[src/rtl/tcw_pkg.sv]
package tcw_pkg;

   localparam int COLUMNS_DEFAULT = 80;
   localparam int ROWS_DEFAULT    = 25;
   localparam int QUEUE_DEPTH     = 2;

   localparam int CHAR_W     = 8;
   localparam int IDX_W      = 11;
   localparam int CELL_W     = 16;
   localparam int REQ_DATA_W = 24;
   localparam int RSP_DATA_W = 32;

   localparam logic [CHAR_W-1:0] COLOR_RESET  = 8'hF0;
   localparam logic [CHAR_W-1:0] NEWLINE_CODE = 8'd10;
   localparam logic [CELL_W-1:0] FILL_CELL    = 16'h0063;

   typedef enum logic {
      KIND_WRITE = 1'b0,
      KIND_READ  = 1'b1
   } kind_type;

   typedef struct packed {
      logic              is_read;
      logic              is_newline;
      logic              in_range;
      logic [CHAR_W-1:0] char_code;
      logic [IDX_W-1:0]  cell_index;
   } cmd_type;

   typedef enum logic [2:0] {
      ST_CLEAR,
      ST_IDLE,
      ST_READ,
      ST_SCROLL,
      ST_FILL,
      ST_EXEC
   } back_state_type;

endpackage

[src/rtl/tcw_queue.sv]
module tcw_queue #(
   parameter int DEPTH = tcw_pkg::QUEUE_DEPTH
) (
   input  logic             clock,
   input  logic             reset,
   input  logic             push,
   input  tcw_pkg::cmd_type push_data,
   output logic             full,
   input  logic             pop,
   output logic             valid,
   output tcw_pkg::cmd_type pop_data
);
   import tcw_pkg::*;

   localparam int PTR_W = (DEPTH > 1) ? $clog2(DEPTH) : 1;
   localparam int CNT_W = $clog2(DEPTH + 1);

   cmd_type            entry_ff [DEPTH];
   logic [PTR_W-1:0]   wr_ptr_ff, wr_ptr_in;
   logic [PTR_W-1:0]   rd_ptr_ff, rd_ptr_in;
   logic [CNT_W-1:0]   count_ff, count_in;

   assign full     = (count_ff == CNT_W'(DEPTH));
   assign valid    = (count_ff != '0);
   assign pop_data = entry_ff[rd_ptr_ff];

   always_comb begin
      wr_ptr_in = wr_ptr_ff;
      rd_ptr_in = rd_ptr_ff;
      count_in  = count_ff;
      if (push) begin
         wr_ptr_in = (wr_ptr_ff == PTR_W'(DEPTH - 1)) ? '0 : wr_ptr_ff + PTR_W'(1);
      end
      if (pop) begin
         rd_ptr_in = (rd_ptr_ff == PTR_W'(DEPTH - 1)) ? '0 : rd_ptr_ff + PTR_W'(1);
      end
      if (push && !pop) begin
         count_in = count_ff + CNT_W'(1);
      end else if (pop && !push) begin
         count_in = count_ff - CNT_W'(1);
      end
   end

   always_ff @(posedge clock) begin
      if (reset) begin
         wr_ptr_ff <= '0;
         rd_ptr_ff <= '0;
         count_ff  <= '0;
      end else begin
         wr_ptr_ff <= wr_ptr_in;
         rd_ptr_ff <= rd_ptr_in;
         count_ff  <= count_in;
      end
   end

   always_ff @(posedge clock) begin
      if (push) begin
         entry_ff[wr_ptr_ff] <= push_data;
      end
   end

endmodule

[config.mk]
export PLATFORM = sky130hd
export DESIGN_NAME = tcw_queue
export DESIGN_NICKNAME = d
export VERILOG_FILES = /design/src/rtl/tcw_pkg.sv /design/src/rtl/tcw_queue.sv
export SDC_FILE = /design/constraint.sdc
export NUM_CORES = 1
export LEC_CHECK = 0
export BUFFER_PORTS_ARGS = -buffer_cell sky130_fd_sc_hd__buf_2
export CAP_MARGIN = 20
export CORE_MARGIN = 3
export CORE_UTILIZATION = 45
export DETAILED_ROUTE_END_ITERATION = 16
export PLACE_DENSITY = 0.75
export SKIP_LAST_GASP = 1
export SYNTH_ARGS = -nofsm -noshare
export SYNTH_HDL_FRONTEND = slang
export SYNTH_SLANG_ARGS = --single-unit
[constraint.sdc]
create_clock -name clock -period 2.1 [get_ports clock]
set_input_delay 0.42 -clock clock [delete_from_list [all_inputs] [get_ports clock]]
set_output_delay 0.42 -clock clock [all_outputs]
set_load 0.02 [all_outputs]
# Yosys cells after proc, flatten, opt, wreduce, memory -nomap -nowiden
# Memory sizes are Yosys's and may differ from the RTL's. A register that Yosys moved wholly into a read port is not among the register bits.
# Index checks and enable logic that the tools add are counted.
dict set report word_totals {
  in_bits 26
  ramBits 44
  ff_bits 4
  n_memories 1
  elab_cells 23
}
# memory depth word_bits rd rd_ports_with_merged_regs wr line_no
set mem_list {}
lappend mem_list {entry_ff 2 22 1 1 1 tcw_queue.sv:18} ;# cmd_type entry_ff [DEPTH];
dict set report op_classes {
  reduce_logical 6
  n_eq_ne 1
  add_sub_neg 4
  muxes 8
}
# op count
set ops {}
lappend ops {{two-way mux 1 bit} 6}
lappend ops {{two-way mux 2 bit} 2}
lappend ops {{nonzero test 2 bit} 2}
lappend ops {{adder 1 bit, second input constant} 2}
lappend ops {{adder 2 x 1 -> 2 bit, second input constant} 1}
lappend ops {{== test 2 bit, second input constant} 1}
lappend ops {{logical AND 1 bit} 2}
lappend ops {{logical NOT 1 bit} 2}
lappend ops {{subtractor 2 x 1 -> 2 bit, second input constant} 1}

# Longest topological paths before layout
# Gate-level depths: netlist of run 1.
dict set report depth {
  depth_word 4
  depth_mapped 5
  depth_no_buf 5
}

# Least setup slack after synthesis of run 1
# Ideal clock, no wire load.
dict set report synth_timing {
  path_type {input-to-reg}
  from {input port push}
  to {memory entry_ff[0][0] (netlist bit) (enable)}
  arrival_ps 1440
  slack_ps 256
  stages 1
  t_required_ps 1697
  cell_sequence {nor2b_1}
}
dict set report synth_between {
  elab_chain_len 2
}
# item line_no
set synth_lines {}
lappend synth_lines {{from (decl)} tcw_queue.sv:6} ;# input logic push,
lappend synth_lines {{two-way mux 1 bit} tcw_queue.sv:57} ;# if (push) begin
lappend synth_lines {{two-way mux 1 bit (not written as such)} tcw_queue.sv:58} ;# entry_ff[wr_ptr_ff] <= push_data;
lappend synth_lines {{to (decl)} tcw_queue.sv:18}
# Every way passes these cells.

==> qor.csv, run 1 <==
metric;value;unit
firstDrtPassIters;4;
ys_warn_count;0;
ys_seq_elements;49;
slew_viol_final;0;
p_per_area;940;nW/um2
synthCells;90;
clock_sinks;49;
finalCriticalPeriod;1.78;ns
htreeDepth;2;
grt-ovfl-total;0;
dieWidth;69.1;um
crit_fanout;12;
synth_area_leaders;edfxtp_1 (74%), mux2_2 (14%), dfxtp_1 (5.6%);
grt_pass1_wl;4.66;mm
core_area;3740;um2
die_h;69.1;um
setup_viol;0;
vias_per_cell;4.76;
portBuffers;49;
required;1.68;ns
finalWeightedCongestion;0.700;
post-place-ws;0.562;ns
clk_latency;0.30;ns
antenna_found_initial;0;
die-area;4770;um2
endpoint_kind;output port;
finalWorstSetupSlack;0.322;ns
status;complete, no violations;
routed_wl;2.77;mm
drv_cap;0;
start_util;47.8;%
syn_avg_cell_area;19.9;um2
ios;50;
cts.repair.resized;0;
n_antenna_cell;0;
fillers;316;
final_common_cell;buf_2;
fp-row-count;22;
cts_tree;yes;
worstMarginPinSlew;0.358;ns
numCtsBuffers;5;
grt_max_degree;23;
p_leak;0.863;nW
clock_skew;0.00747;ns
period_share;84.7;%
max_slew_margin;76.1;%
layout.nets;175;
cts_setup_buffers;0;
synth_top_area_cell;edfxtp_1;
final_area;2230;um2
seq_area_frac_synth;79.4;%
netlist.area_leader.share;73.8;%
num_vias;937;
placed_area;2120;um2
final_cell_mix;buf_2 (49), edfxtp_1 (44), mux2_2 (22), dfxtp_1 (5), clkbuf_8 (5);
synth_area;1790;um2
clock.fmax;0.562;GHz
drive_gt1_share;57.0;%
routedWlPerCell;14.1;um
crit_type;register to output port;
grt.total_usage;12.8;%
antenna_left;0;
areaGrowthSynthToFinish;24.5;%
clkSlewWorstSetupHoldPaths;0.09;ns
drc;0;
synth_nets;117;
yosysUniqueCellTypes;16;
rsz0062_at_grt;false;
cts-root-buf;clkbuf_8;
peakVddDrop;697;uV
critPathArrivalTime;1.36;ns
drt_iter0_drc;31;
dp_hpwl;1.97;mm
min_path_type;input pin to register;
cts_max_path_buffers;2;
report.final.hold_viol_count;0;
start_kind;register;
final_util;59.5;%
ctsHoldBuffers;0;
grt_pass1_vias;1009;
finalSetupTns;0;ns
-- flip-flops by register name (all words and copies together), names as in the netlist, named ones only --
signal,count
entry_ff,44
count_ff,2
rd_ptr_ff,1
wr_ptr_ff,1
-- synthesized netlist by cell type --
master     n
nor2_1     4
mux2_2    22
ha_1       1
inv_1      1
buf_2      2
xor2_1     2
and2b_2    1
o21ai_0    1
xnor2_1    2
a21oi_1    1
or3_1      1
edfxtp_1  44
or2_2      1
and2_1     1
nor2b_1    1
dfxtp_1    5
-- per-stage QoR --
stage | std cells | total power [mW] | hold slack, ns
2_1_floorplan | 90 | 1.36 | 0.456
3_3_place_gp | 189 | 1.46 | 0.472
6_report | 197 | 2.09 | 0.305
4_1_cts | 197 | 2.11 | 0.297
5_1_grt | 197 | 2.19 | 0.282
3_5_place_dp | 189 | 1.47 | 0.503
-- kinds of logic after synthesis --
family,share of synthesized area [%]
buf+inv,0.769
simple gates,2.73
flops,79.4
fa+ha+maj,0.699
mux,13.8
compound gates,0.559
xor+xnor,1.96
-- metal layers --
metal | track usage (%) | share of wire (%) | up-vias
li1 | - | - | 454
met2 | 20.9 | 53 | 31
met3 | 5.69 | 7.2 | 5
met4 | 4.56 | 0.98 | 0
met5 | 0 | 0 | -
met1 | 14.9 | 39 | 447
-- worst max-delay path, stage by stage, from the launching register on --
cell	delay [ns]
dfxtp_1	0.34
buf_4	0.20
mux2_2	0.36
buf_2	0.16
-- worst paths after layout --
path,start,end,slack [ns],cells past startpoint
setup / recovery,register,pop_data[11],0.32,3
hold / removal,push_data[18],entry_ff[1][18],0.31,1
setup reg to reg,wr_ptr_ff,entry_ff[0][14],0.80,2
hold reg to reg,count_ff[1],count_ff[1],0.51,2
-- area by class of cell --
| type | count | area [um2] | area share, % |
|---|---|---|---|
| tap | 48 | 60.1 | 2.70 |
| multi-input combinational | 38 | 357 | 16.0 |
| sequential | 49 | 1420 | 63.8 |
| timing repair buffer | 53 | 275 | 12.4 |
| clock inverter | 2 | 38.8 | 1.74 |
| clock buffer | 6 | 72.6 | 3.26 |
| inverter | 1 | 3.75 | 0.168 |
-- power breakdown --
part / switching, mW / total [mW] / internal, mW
registers: 0.0192 / 1.15 / 1.13
clock network: 0.296 / 0.653 / 0.357
logic: 0.166 / 0.291 / 0.126
Note: power is estimated with default switching activity, not from simulation.
==> run 2: changes to the inputs <==
PLACE_DENSITY = 0.78   (was 0.75)
clock period = 1.5 ns   (was 2.1 ns; I/O delays follow)
==> run 2 against run 1 <==
Against the previous run: the flow now finishes with violations (setup timing); worst setup slack lost 0.44 ns; via count grew 2.2%; sequential power grew 41%; hold slack lost 0.11 ns; clock skew shrank 0.0030 ns; cell area grew 1.0%; non-clock buffer count grew 2; sequential share of layout area shrank 0.47 points; cell count grew 1.0%; clock power grew 6.6%; first-iteration DRC count shrank 81%.
==> qor.csv, run 2 (same netlist as run 1, synthesis figures left out) <==
metric;value;unit
status;finished, violations left;
rsz0062_at_grt;true;
internal_power;2.11;mW
cp_slowest_cell;dfxtp_4;
crit_fanout;11;
max_slew_margin;87.0;%
die-area;4770;um2
layout.nets;177;
p_per_area;1220;nW/um2
worstMarginPinSlew;0.195;ns
numCtsBuffers;5;
endpoint_kind;output port;
start_kind;register;
htreeDepth;2;
fp-row-count;22;
drt_iter0_drc;6;
cts_max_path_buffers;2;
num_vias;958;
antenna_left;0;
finalWorstSetupSlack;-0.117;ns
violations;setup timing;
report.final.hold_viol_count;0;
routed_wl;2.85;mm
min_path_type;input pin to register;
dp_hpwl;1.98;mm
period_share;108;%
p_comb_share;15.8;%
cts-root-buf;clkbuf_8;
slew_viol_final;0;
grt_max_degree;15;
top_register;entry_ff;
final_common_cell;buf_2;
crit_type;register to output port;
firstDrtPassIters;4;
drv_cap;0;
cts_tree;yes;
total_power;2.75;mW
n_antenna_cell;0;
cts_setup_buffers;0;
clk_latency;0.28;ns
swShare;23.3;%
clock.fmax;0.619;GHz
final_cell_mix;buf_2 (49), edfxtp_1 (44), mux2_2 (22), clkbuf_8 (5);
dieWidth;69.1;um
power_frac_clock;25.3;%
peakVddDrop;853;uV
routedWlPerCell;14.3;um
power_frac_seq;58.9;%
switchingPower;0.641;mW
start_util;47.8;%
fillers;308;
final_util;60.1;%
placed_area;2140;um2
portBuffers;49;
clkSlewWorstSetupHoldPaths;0.08;ns
grt_pass1_vias;1025;
core_area;3740;um2
clock_sinks;49;
largest_reg_flops;44;
ios;50;
cp_slowest_stage_delay;0.39;ns
grt-ovfl-total;0;
grt.total_usage;12.6;%
setup_viol;22;
drive_gt1_share;58.3;%
areaGrowthSynthToFinish;25.8;%
drc;0;
cp_num_buf_inv;2;
required;1.20;ns
vias_per_cell;4.81;
die_h;69.1;um
finalCriticalPeriod;1.62;ns
reg.largest.list;entry_ff x44, count_ff x2;
crit_family;flip-flops;
critPathArrivalTime;1.32;ns
finalWeightedCongestion;0.721;
final_area;2250;um2
p_leak;0.874;nW
antenna_found_initial;0;
grt_pass1_wl;4.73;mm
path_cells;buf_12 -> mux2_2 -> buf_2;
clock_skew;0.00443;ns
ctsHoldBuffers;0;
## run 2: changes by cell type in the layout (fill, tap and decap cells not counted), sizes merged
cell / change
buf: +2
bufinv: -1
clkinv: +1
## run 2: final timing paths
path / startpoint / end / slack (ns) / cells after the start
setup / recovery: register / pop_data[20] / -0.12 / 3
hold / removal: push_data[15] / entry_ff[1][15] / 0.20 / 1
setup reg to reg: wr_ptr_ff / entry_ff[1][16] / 0.44 / 2
hold reg to reg: count_ff[1] / count_ff[1] / 0.51 / 2
## run 2: area by class of cell
type / instances / area, um2 / share of cell area [%]
Clock buffer: 6 / 72.6 / 3.22
Clock inverter: 2 / 10.0 / 0.445
Inverter: 1 / 3.75 / 0.167
Multi-Input combinational cell: 38 / 357 / 15.8
Sequential cell: 49 / 1430 / 63.3
Tap cell: 48 / 60.1 / 2.67
Timing Repair Buffer: 55 / 323 / 14.3
## run 2: repair_timing
item,4_1_cts,5_1_grt
endpoints found under the hold margin,0,0
resized for setup,3,0
endpoints found under the setup margin,22,22
cloned,1,0
## run 2: metal layers
metal / track usage (%) / share of wire, % / vias to the layer above
met4: 4.56 / 0.42 / 0
met5: 0 / 0 / -
met1: 14.0 / 40 / 468
met2: 22.9 / 54 / 27
li1: - / - / 461
met3: 3.64 / 4.9 / 2
## run 2: through the flow
step                      setup WS (ns)  hold slack (ns)  cells  setup TNS, ns
after floorplan                   0.173            0.369     90              0
after global placement            0.171            0.472    190              0
after detailed placement          0.157            0.491    190              0
after CTS                        -0.134            0.188    199          -2.68
after global routing             -0.176            0.182    199          -3.61
final                            -0.117            0.200    199          -2.24
## run 2: power groups by stage
stage	logic (mW)	clock network (mW)	registers [mW]
global route	0.476	0.791	1.62
CTS	0.444	0.727	1.62
global placement	0.412	0	1.64
finish	0.434	0.696	1.62
detailed placement	0.424	0	1.65
floorplan	0.265	0	1.64
==> run 3: changes to the inputs <==
GPL_TIMING_DRIVEN = 0   (was default)
==> run 3 against run 2 <==
Against the previous run: the run still ends with setup timing left; highest routed layer unchanged; fmax is 0.58% lower; sequential power barely moved; die area unchanged; cell count fell by 1.0%; clock power is 35% higher; combinational power about the same; wire length fell by 0.56%; sequential share of layout area is 0.77 points lower; critical path depth stayed put; clock skew grew 0.0041 ns; register-to-register slack got worse by 0.26 ns.
==> qor.csv, run 3 (same netlist as run 1, synthesis figures left out) <==
metric;value;unit
status;finished, violations left;
violations;setup timing;
period_share;108;%
critPathArrivalTime;1.33;ns
final_area;2280;um2
slew_viol_final;0;
setup_viol;22;
peakVddDrop;850;uV
clock_skew;0.00852;ns
start_kind;register;
grt_pass1_wl;4.55;mm
crit_type;register to output port;
num_vias;929;
drive_gt1_share;59.1;%
placed_area;2100;um2
cts_tree;yes;
start_util;47.8;%
multi_input_area;370;um2
fp-row-count;22;
portBuffers;49;
ff2ff_path_depth;1;
endpoint_kind;output port;
cts_max_path_buffers;2;
fillers;303;
antenna_left;0;
reg.largest.list;entry_ff x44, count_ff x2;
grt_busiest_layer;met2;
htreeDepth;2;
grt_max_degree;23;
p_per_area;1310;nW/um2
clock.fmax;0.615;GHz
drv_cap;0;
p_leak;0.889;nW
final_common_cell;buf_2;
report.final.hold_viol_count;0;
drt_iter0_drc;41;
dp_hpwl;1.97;mm
largest_reg_flops;44;
grt-ovfl-total;0;
worstMarginPinSlew;0.639;ns
clk_latency;0.30;ns
vias_per_cell;4.72;
min_path_type;input pin to register;
finalCriticalPeriod;1.63;ns
required;1.20;ns
die_h;69.1;um
rsz0062_at_grt;true;
met2_usage;24.3;%
routedWlPerCell;14.4;um
clkSlewWorstSetupHoldPaths;0.09;ns
finalWeightedCongestion;0.724;
finalWorstSetupSlack;-0.126;ns
top_register;entry_ff;
final_cell_mix;buf_2 (47), edfxtp_1 (44), mux2_2 (20), clkbuf_8 (5);
routed_wl;2.83;mm
grt.total_usage;12.4;%
post-place-ws;-0.267;ns
die-area;4770;um2
clock_sinks;49;
n_antenna_cell;0;
grt_pass1_vias;984;
ff_latch_area;1430;um2
grt_use_met1;11.8;%
max_slew_margin;57.3;%
worstHoldPathCells;1;
numCtsBuffers;5;
antenna_found_initial;0;
crit_fanout;10;
firstDrtPassIters;4;
core_area;3740;um2
cts-root-buf;clkbuf_8;
layout.nets;175;
areaGrowthSynthToFinish;27.3;%
dieWidth;69.1;um
total_power;2.99;mW
drc;0;
ios;50;
grt_util_met3;4.52;%
==> run 3: repair_timing <==
action / 4_1_cts / 5_1_grt
resized for setup: 13 / 3
hold endpoints to repair: 0 / 0
buffers inserted: 1 / 1
endpoints found under the setup margin: 66 / 22
hold buffers: 0 / 0
==> run 3: final cells by class <==
class / count / share of cell area (%)
inverter: 1 / 0.165
sequential: 49 / 62.5
clock buffer: 5 / 3.02
clock inverter: 3 / 2.09
timing repair buffer: 51 / 12.0
tap: 48 / 2.64
buffer: 2 / 1.32
multi-input combinational: 38 / 16.3
==> run 3: final timing paths <==
kind                startpoint              end  slack, ns
setup / recovery      register      pop_data[0]      -0.13
setup reg to reg     wr_ptr_ff  entry_ff[1][11]       0.18
hold / removal    push_data[6]   entry_ff[0][6]       0.18
hold reg to reg    count_ff[1]      count_ff[1]       0.50
==> run 3: metrics by stage <==
stage                     utilization [%]  setup TNS [ns]  hold slack, ns  std cells
after global placement               56.0           -7.73           0.474        187
after CTS                            60.4           -2.67           0.174        196
final                                60.9           -2.31           0.185        197
after floorplan                         -               0           0.369         90
after global routing                 60.9           -3.82           0.161        197
after detailed placement             56.0           -8.97           0.491        187
==> run 3: metal layers <==
layer | vias up | routed length [um]
li1 | 455 | -
met1 | 443 | 1050
met3 | 2 | 146
met2 | 29 | 1620
met5 | - | 0
met4 | 0 | 17
==> run 3: critical path, cell delays in order, from the launching register on <==
cell and delay [ns]:
dfxtp_4 0.39, buf_8 0.14, mux2_2 0.34, buf_2 0.16
==> run 3: report_power, final <==
group / total [mW] / internal, mW / switching [mW]
Combinational: 0.431 / 0.197 / 0.234
Sequential: 1.62 / 1.59 / 0.0329
Clock: 0.938 / 0.508 / 0.430
Total: 2.99 / 2.29 / 0.696
